`src/pst_pkg.sv`:
```
// ----------------------------------------------------------------------------
// pst_pkg: per-symbol trade statistics shared definitions
// Request codes, table entry layout and controller/datapath interface types.
// ----------------------------------------------------------------------------
package pst_pkg;

    localparam int unsigned SYMBOL_SLOTS_DEF = 256;
    localparam int unsigned SYM_W            = 8;
    localparam int unsigned SYM_CODES        = 2 ** SYM_W;
    localparam int unsigned PX_W             = 32;
    localparam int unsigned QTY_W            = 32;
    localparam int unsigned VOL_W            = 48;
    localparam int unsigned CNT_W            = 32;
    localparam int unsigned SUM_W            = 64;
    localparam int unsigned OP_W             = 2;
    localparam int unsigned S_DATA_W         = 80;
    localparam int unsigned M_DATA_W         = 432;

    typedef enum logic [OP_W-1:0] {
        OP_TRADE = 2'd0,
        OP_TOUCH = 2'd1,
        OP_QUERY = 2'd2,
        OP_CLEAR = 2'd3
    } op_t;

    typedef struct packed {
        logic             valid;
        logic [PX_W-1:0]  open_px;
        logic [PX_W-1:0]  high_px;
        logic [PX_W-1:0]  low_px;
        logic [PX_W-1:0]  last_px;
        logic [VOL_W-1:0] total_volume;
        logic [CNT_W-1:0] total_trades;
        logic [SUM_W-1:0] weighted_sum;
        logic [VOL_W-1:0] buy_volume;
        logic [VOL_W-1:0] sell_volume;
        logic [CNT_W-1:0] buy_trades;
        logic [CNT_W-1:0] sell_trades;
    } entry_t;

    localparam int unsigned ENTRY_W = $bits(entry_t);

    typedef struct packed {
        logic load_req;
        logic sweep_wr;
        logic rd_en;
        logic latch_ent;
        logic wr_en;
        logic load_out;
    } cmd_t;

    typedef struct packed {
        op_t  in_op;
        op_t  req_op;
        logic sweep_last;
        logic out_free;
    } stat_t;

endpackage

```
`src/pst_ctrl.sv`:
```
// ----------------------------------------------------------------------------
// pst_ctrl: request sequencer
// Walks each request through table read, update and write-back, and runs
// the table clearing sweep after reset and on a clear request.
// ----------------------------------------------------------------------------
module pst_ctrl (
    input  logic          aclk,
    input  logic          aresetn,
    input  logic          in_valid,
    output logic          in_ready,
    input  pst_pkg::stat_t stat,
    output pst_pkg::cmd_t  cmd
);

    typedef enum logic [2:0] {
        CLR_INIT,
        CLR_OP,
        IDLE,
        READ,
        FETCH,
        UPDATE,
        ZERO
    } state_t;

    state_t state_reg, state_next;
    logic   accept;

    assign in_ready = (state_reg == IDLE);
    assign accept   = in_valid && in_ready;

    always_comb begin
        cmd        = '0;
        state_next = state_reg;
        unique case (state_reg)
            CLR_INIT: begin
                cmd.sweep_wr = 1'b1;
                if (stat.sweep_last) begin
                    state_next = IDLE;
                end
            end
            CLR_OP: begin
                cmd.sweep_wr = 1'b1;
                if (stat.sweep_last) begin
                    state_next = ZERO;
                end
            end
            IDLE: begin
                if (accept) begin
                    cmd.load_req = 1'b1;
                    state_next = (stat.in_op == pst_pkg::OP_CLEAR) ? CLR_OP : READ;
                end
            end
            READ: begin
                cmd.rd_en  = 1'b1;
                state_next = FETCH;
            end
            FETCH: begin
                cmd.latch_ent = 1'b1;
                state_next    = UPDATE;
            end
            UPDATE: begin
                if (stat.out_free) begin
                    cmd.load_out = 1'b1;
                    cmd.wr_en    = (stat.req_op == pst_pkg::OP_TRADE) ||
                                   (stat.req_op == pst_pkg::OP_TOUCH);
                    state_next   = IDLE;
                end
            end
            ZERO: begin
                if (stat.out_free) begin
                    cmd.load_out = 1'b1;
                    state_next   = IDLE;
                end
            end
            default: state_next = CLR_INIT;
        endcase
    end

    always_ff @(posedge aclk) begin
        if (!aresetn) begin
            state_reg <= CLR_INIT;
        end else begin
            state_reg <= state_next;
        end
    end

endmodule

```
`config.mk`:
```
export PLATFORM = sky130hd
export DESIGN_NAME = pst_ctrl
export DESIGN_NICKNAME = d
export VERILOG_FILES = /design/src/pst_pkg.sv /design/src/pst_ctrl.sv
export SDC_FILE = /design/constraint.sdc
export NUM_CORES = 1
export LEC_CHECK = 0
export ABC_CLOCK_PERIOD_IN_PS = 4000
export BUFFER_PORTS_ARGS = -buffer_cell sky130_fd_sc_hd__buf_2
export CORE_AREA = 5 5 42 44
export CTS_CLUSTER_DIAMETER = 60
export DETAILED_ROUTE_END_ITERATION = 6
export DIE_AREA = 0 0 47 49
export SLEW_MARGIN = 20
export SYNTH_ARGS = -nofsm -noshare
export SYNTH_HDL_FRONTEND = slang
export SYNTH_SLANG_ARGS = --single-unit
```
`constraint.sdc`:
```
create_clock -name aclk -period 4 [get_ports aclk]
set_input_delay 0.6 -clock aclk [delete_from_list [all_inputs] [get_ports aclk]]
set_output_delay 0.6 -clock aclk [all_outputs]
set_load 0.1 [all_outputs]
```
==> metrics.txt, run 1 <==
# TYPE chip_impl_metric gauge
chip_impl_info{name="run_status",value="finished, final reports clean"} 1
chip_impl_metric{name="grt.overflow.total",unit=""} 0
chip_impl_metric{name="preCtsSetupSlack",unit="ns"} 1.91
chip_impl_metric{name="syn_avg_cell_area",unit="um2"} 8.34
chip_impl_metric{name="worst_hold_path.num_cells",unit=""} 2
chip_impl_metric{name="cts.htree.levels",unit=""} 1
chip_impl_metric{name="cp.required",unit="ns"} 3.40
chip_impl_info{name="synth_top_area_cell",value="dfxtp_1"} 1
chip_impl_metric{name="finClkSkew",unit="ns"} 0.00202
chip_impl_metric{name="postSynthCellCount",unit=""} 33
chip_impl_metric{name="synth_seq_area_share",unit="%"} 21.8
chip_impl_metric{name="finalWorstPathRequiredPeriod",unit="ns"} 2.18
chip_impl_metric{name="finalWirelength",unit="um"} 672
chip_impl_info{name="ys_top_cells_by_area",value="dfxtp_1 (22%), o311ai_4 (9.5%), nor2_1 (5.5%)"} 1
chip_impl_metric{name="hpwl",unit="um"} 526
chip_impl_metric{name="post_cts_buffers",unit=""} 0
chip_impl_metric{name="synth.net_count",unit=""} 42
chip_impl_info{name="hold_start",value="aresetn"} 1
chip_impl_metric{name="core.rowCount",unit=""} 14
chip_impl_metric{name="postSynthRegisterBits",unit=""} 3
chip_impl_info{name="worst_setup_ep_type",value="output pin"} 1
chip_impl_metric{name="final.setup.tns",unit="ns"} 0
chip_impl_metric{name="synth_top_area_share",unit="%"} 21.8
chip_impl_metric{name="fp.dieH",unit="um"} 49
chip_impl_metric{name="wl_per_cell",unit="um"} 10.5
chip_impl_metric{name="synth_cell_types",unit=""} 23
chip_impl_metric{name="ioPinCount",unit=""} 16
chip_impl_info{name="most-common-layout-cells",value="buf_2 (14), nor2_1 (4), nand2_1 (3), clkbuf_4 (3), dfxtp_1 (3)"} 1
chip_impl_metric{name="initial_antenna_violation_count",unit=""} 0
chip_impl_metric{name="vias_per_cell",unit=""} 4.61
chip_impl_info{name="start_kind",value="flop"} 1
chip_impl_info{name="rsz0062_at_grt",value="false"} 1
chip_impl_metric{name="worstPathArrival",unit="ns"} 1.58
chip_impl_metric{name="synth_warnings",unit=""} 0
chip_impl_metric{name="final_min_period_over_clock_period",unit="%"} 54.6
chip_impl_metric{name="clkTransAtPathRegs",unit="ns"} 0.04
chip_impl_metric{name="first_drt_pass_iteration_count",unit=""} 4
chip_impl_info{name="class_of_the_tightest_hold_or_removal_check",value="primary input to flop"} 1
chip_impl_metric{name="cap_viol_max_count",unit=""} 0
chip_impl_info{name="cts.root.buffer_cell",value="clkbuf_4"} 1
chip_impl_metric{name="detailroute.via_count",unit=""} 295
chip_impl_metric{name="clock_path_buffers",unit=""} 2
chip_impl_metric{name="clock_latency",unit="ns"} 0.24
chip_impl_metric{name="drc",unit=""} 0
chip_impl_info{name="worstSetupPathType",value="flop to output pin"} 1
chip_impl_metric{name="largest_reg_flops",unit=""} 3
chip_impl_metric{name="worstRegToRegCells",unit=""} 3
chip_impl_metric{name="postLayoutSetupSlackWorst",unit="ns"} 1.82
chip_impl_info{name="worst_r2r_endpoint",value="state_reg[0]$_SDFFE_PN0P_"} 1
chip_impl_metric{name="headroom_to_the_max_slew_limit",unit="%"} 67.8
chip_impl_metric{name="setup_viol_count_final",unit=""} 0
chip_impl_metric{name="grt_first_pass_wirelength",unit="um"} 1120
chip_impl_metric{name="first_iter_violations",unit=""} 4
chip_impl_info{name="critical_path.startpoint",value="state_reg[1]$_SDFFE_PN0P_"} 1
chip_impl_metric{name="r2r_slack",unit="ns"} 2.57
chip_impl_metric{name="hold_buffers",unit=""} 0
chip_impl_info{name="r2r_start",value="state_reg[1]$_SDFFE_PN0P_"} 1
chip_impl_metric{name="mappedNetlistArea",unit="um2"} 275
chip_impl_info{name="synth_flop_cell",value="dfxtp_1"} 1
chip_impl_metric{name="synth-edff-count",unit=""} 0
chip_impl_info{name="layout.cells.most_common",value="buf_2"} 1
chip_impl_metric{name="area_delta_synth_final",unit="%"} 39.1
chip_impl_metric{name="postSynth.asyncResetShare",unit="%"} 0
chip_impl_metric{name="cts_made_buffers",unit=""} 3
chip_impl_metric{name="critical_path_s_largest_stage_delay",unit="ns"} 0.53
chip_impl_info{name="hold_end",value="state_reg[2]$_SDFFE_PN0P_"} 1
chip_impl_metric{name="cts.sinks",unit=""} 3
chip_impl_metric{name="layout-drive-gt1-share",unit="%"} 43.8
chip_impl_info{name="cp_cell_sequence",value="inv_1 -> nor3_2 -> and2_1 -> buf_2"} 1
chip_impl_info{name="critPathSlowestCell",value="dfxtp_1"} 1
chip_impl_metric{name="p_leak",unit="nW"} 0.183
chip_impl_metric{name="final_core_utilization",unit="%"} 27.3
chip_impl_metric{name="worst_pin_slew",unit="ns"} 0.486
chip_impl_metric{name="grt_pass1_vias",unit=""} 271
chip_impl_metric{name="starting_utilization_of_the_core_area",unit="%"} 19.6
chip_impl_metric{name="nNetsFinal",unit=""} 58
chip_impl_info{name="cts_tree",value="yes"} 1
chip_impl_metric{name="die_area",unit="um2"} 2300
chip_impl_metric{name="worst-path-max-fanout",unit=""} 12
chip_impl_metric{name="io_buffer_count",unit=""} 14
chip_impl_metric{name="hold_violations_final",unit=""} 0
chip_impl_metric{name="final_antenna_net_count",unit=""} 0
chip_impl_metric{name="max_rail_drop_vdd",unit="mV"} 0.165
chip_impl_metric{name="gpl.final_weighted_congestion",unit=""} 0.705
chip_impl_metric{name="antennaDiodeCount",unit=""} 0
chip_impl_metric{name="clock.fmax",unit="GHz"} 0.458
chip_impl_metric{name="final_slew_violations",unit=""} 0
chip_impl_metric{name="post_cts_resized",unit=""} 0
chip_impl_metric{name="die-width",unit="um"} 47
chip_impl_metric{name="globalRouteTotalUtil",unit="%"} 7.10
chip_impl_metric{name="grt_max_degree",unit=""} 13
chip_impl_metric{name="p_per_area",unit="nW/um2"} 450
chip_impl_metric{name="floorplan_core_area",unit="um2"} 1400
power breakdown:
| part | total, mW | internal (mW) | leakage, nW | switching, mW |
|---|---|---|---|---|
| clock network | 0.0546 | 0.0375 | 0.0150 | 0.0171 |
| registers | 0.0422 | 0.0333 | 0.0247 | 0.00894 |
| logic | 0.0756 | 0.0210 | 0.143 | 0.0546 |
| total | 0.172 | 0.0918 | 0.183 | 0.0806 |
metrics by stage:
stage / std cells / hold slack [ns] / power, mW / area [um2]
5_1_grt: 64 / 0.631 / 0.186 / 383
6_report: 64 / 0.616 / 0.172 / 383
3_3_place_gp: 60 / 0.615 / 0.119 / 357
4_1_cts: 64 / 0.610 / 0.176 / 383
2_1_floorplan: 33 / 0.627 / 0.108 / 287
3_5_place_dp: 60 / 0.630 / 0.119 / 357
cells in the mapped netlist, types with 2 or more instances:
cell type,n
nor2_1,4
inv_1,2
and3_1,2
nor3_1,2
dfxtp_1,3
nand2_1,3
cell type report:
cell class                 count  area [um2]
clock buffer                   4        26.3
tap                           16        20.0
multi-input combinational     25         199
sequential                     3        60.1
timing repair buffer          14        70.1
inverter                       2        7.51
fill                         163        1020
layer usage:
layer  GRT usage [%]  up-vias  wire [um]
met4            8.29        0         21
met1            8.32      132        289
li1                -      150          -
met2            9.50       11        311
met3            1.11        2         50
met5               0        -          0
worst max path at each step:
stage / to / slack [ns] / cells past startpoint
3_5_place_dp: cmd[1] / 1.91 / 4
4_1_cts: cmd[5] / 1.78 / 4
3_3_place_gp: cmd[1] / 1.90 / 4
5_1_grt: cmd[5] / 1.64 / 4
2_1_floorplan: cmd[5] / 0.73 / 4
6_report: cmd[5] / 1.82 / 4
critical path, delay by kind of cell, from the launching register on:
family | cells | cell delay, ns
buf+inv | 2 | 0.54
flops | 1 | 0.53
simple gates | 2 | 0.26
cell families after synthesis:
group / Yosys count / synth area share [%]
muxes: 1 / 3.64
and+or+nand+nor: 16 / 34.5
DFF: 3 / 21.8
adders and majority gates: 1 / 3.64
buffers and inverters: 5 / 10.0
xor gates and xnor gates: 1 / 3.18
AOI/OAI and AO/OA: 6 / 23.2
Power figures use the tool's default switching activity.
==> run 2: changes to the inputs <==
Settings changed: ABC_CLOCK_PERIOD_IN_PS 4000 to 1900.
Clock period 4 ns to 1.9 ns, I/O delays scaled along.
==> run 2 against run 1 <==
Compared with the run above: critical path depth decreased by 2; sequential share of layout area decreased by 2.7 points; first-iteration DRC count unchanged; clock power increased by 110%; routed wire length increased by 4.9%; largest cell class unchanged; highest routed layer unchanged.
==> metrics.txt, run 2 (synthesis results as in run 1) <==
# TYPE chip_impl_metric gauge
chip_impl_metric{name="detailroute.via_count",unit=""} 293
chip_impl_metric{name="clock_latency",unit="ns"} 0.24
chip_impl_metric{name="finalNonFillerCells",unit=""} 64
chip_impl_metric{name="max_rail_drop_vdd",unit="mV"} 0.324
chip_impl_metric{name="hold_buffers",unit=""} 0
chip_impl_metric{name="final_min_period_over_clock_period",unit="%"} 93.7
chip_impl_metric{name="worst_pin_slew",unit="ns"} 0.483
chip_impl_metric{name="initial_antenna_violation_count",unit=""} 0
chip_impl_metric{name="nNetsFinal",unit=""} 58
chip_impl_metric{name="post_cts_resized",unit=""} 0
chip_impl_metric{name="starting_utilization_of_the_core_area",unit="%"} 19.6
chip_impl_metric{name="area_delta_synth_final",unit="%"} 71.4
chip_impl_metric{name="ioPinCount",unit=""} 16
chip_impl_info{name="worst_setup_ep_type",value="output pin"} 1
chip_impl_metric{name="final_slew_violations",unit=""} 0
chip_impl_info{name="cts_tree",value="yes"} 1
chip_impl_metric{name="grt.overflow.total",unit=""} 0
chip_impl_metric{name="floorplan_core_area",unit="um2"} 1400
chip_impl_metric{name="cp.required",unit="ns"} 1.62
chip_impl_metric{name="antennaDiodeCount",unit=""} 0
chip_impl_metric{name="worst-path-max-fanout",unit=""} 12
chip_impl_info{name="top_delay_family_on_crit_path",value="flip-flops"} 1
chip_impl_metric{name="setup_viol_count_final",unit=""} 0
chip_impl_info{name="rsz0062_at_grt",value="false"} 1
chip_impl_metric{name="io_buffer_count",unit=""} 14
chip_impl_metric{name="grt_first_pass_wirelength",unit="um"} 1180
chip_impl_metric{name="cts.htree.levels",unit=""} 1
chip_impl_metric{name="hpwl",unit="um"} 547
chip_impl_metric{name="layout-drive-gt1-share",unit="%"} 54.2
chip_impl_metric{name="core.rowCount",unit=""} 14
chip_impl_metric{name="hold_slack",unit="ns"} 0.302
chip_impl_info{name="layout.cells.most_common",value="buf_2"} 1
chip_impl_metric{name="die-width",unit="um"} 47
chip_impl_metric{name="wl_per_cell",unit="um"} 11.0
chip_impl_info{name="cts.root.buffer_cell",value="clkbuf_4"} 1
chip_impl_metric{name="die_area",unit="um2"} 2300
chip_impl_metric{name="drc",unit=""} 0
chip_impl_metric{name="critical_path_s_largest_stage_delay",unit="ns"} 0.61
chip_impl_metric{name="p_per_area",unit="nW/um2"} 832
chip_impl_metric{name="clock_path_buffers",unit=""} 2
chip_impl_metric{name="fp.dieH",unit="um"} 49
chip_impl_metric{name="finClkSkew",unit="ns"} 0.00225
chip_impl_metric{name="p_leak",unit="nW"} 0.197
chip_impl_metric{name="clock.fmax",unit="GHz"} 0.562
chip_impl_info{name="cp_cell_sequence",value="and3_1 -> buf_2"} 1
chip_impl_metric{name="first_iter_violations",unit=""} 4
chip_impl_metric{name="finalWirelength",unit="um"} 705
chip_impl_metric{name="vias_per_cell",unit=""} 4.58
chip_impl_metric{name="headroom_to_the_max_slew_limit",unit="%"} 67.7
chip_impl_info{name="run_status",value="finished, final reports clean"} 1
chip_impl_metric{name="cap_viol_max_count",unit=""} 0
chip_impl_metric{name="worstPathArrival",unit="ns"} 1.50
chip_impl_metric{name="largest_reg_flops",unit=""} 3
chip_impl_metric{name="post_cts_buffers",unit=""} 0
chip_impl_info{name="class_of_the_tightest_hold_or_removal_check",value="primary input to flop"} 1
chip_impl_metric{name="grt_pass1_vias",unit=""} 285
chip_impl_metric{name="cts_made_buffers",unit=""} 3
chip_impl_metric{name="finalWorstPathRequiredPeriod",unit="ns"} 1.78
chip_impl_metric{name="hold_violations_final",unit=""} 0
chip_impl_metric{name="final_antenna_net_count",unit=""} 0
chip_impl_info{name="most-common-layout-cells",value="buf_2 (10), buf_12 (4), nand2_1 (3), clkbuf_4 (3)"} 1
chip_impl_metric{name="gpl.final_weighted_congestion",unit=""} 0.735
chip_impl_metric{name="dpl.cell_count",unit=""} 60
chip_impl_metric{name="cp_buf_inv_count",unit=""} 1
chip_impl_metric{name="cts.sinks",unit=""} 3
chip_impl_metric{name="grt_max_degree",unit=""} 13
chip_impl_metric{name="first_drt_pass_iteration_count",unit=""} 4
chip_impl_info{name="start_kind",value="flop"} 1
chip_impl_info{name="critPathSlowestCell",value="dfxtp_1"} 1
chip_impl_metric{name="clkTransAtPathRegs",unit="ns"} 0.04
chip_impl_metric{name="globalRouteTotalUtil",unit="%"} 7.04
chip_impl_info{name="worstSetupPathType",value="flop to output pin"} 1
[run 2: where the power goes]
group | total [mW] | internal [mW] | switching, mW
registers | 0.0945 | 0.0707 | 0.0239
logic | 0.182 | 0.0614 | 0.121
clock network | 0.116 | 0.0789 | 0.0368
[run 2: final cells by class]
| class | count | area (um2) |
|---|---|---|
| clock buffer | 4 | 26.3 |
| fill | 154 | 930 |
| inverter | 2 | 7.51 |
| multi-input combinational | 25 | 226 |
| sequential | 3 | 61.3 |
| tap | 16 | 20.0 |
| timing repair buffer | 14 | 130 |
[run 2: path summary, 6_finish.rpt]
path | slack, ns | from | depth (start not counted) | endpoint
worst min-delay path | 0.30 | aresetn | 2 | state_reg[1]$_SDFFE_PN0P_
worst max-delay path | 0.12 | state_reg[0]$_SDFFE_PN0P_ | 2 | cmd[3]
worst max register to register | 0.44 | state_reg[0]$_SDFFE_PN0P_ | 3 | state_reg[1]$_SDFFE_PN0P_
worst min register to register | 0.67 | state_reg[0]$_SDFFE_PN0P_ | 2 | state_reg[0]$_SDFFE_PN0P_
[run 2: stage by stage]
stage	instance area [um2]	setup WS [ns]	utilization (%)	TNS [ns]	total power [mW]
2_1_floorplan	322	-0.238	-	-0.544	0.244
3_3_place_gp	445	0.384	31.8	0	0.277
3_5_place_dp	445	0.364	31.8	0	0.279
4_1_cts	472	0.106	33.7	0	0.398
5_1_grt	472	0.0441	33.7	0	0.413
6_report	472	0.119	33.7	0	0.392
[run 2: per-layer routing]
metal,track usage [%],vias to the layer above,part of all wire (%)
li1,-,149,-
met1,9.65,133,44
met2,9.28,9,47
met3,1.11,2,5.5
met4,5.53,0,3.1
met5,0,-,0
[run 2: worst register-to-register path, cell delays in order, from the launching register on]
cell,delay (ns)
dfxtp_1,0.61
xnor2_1,0.27
o311ai_4,0.13
o311a_1,0.33
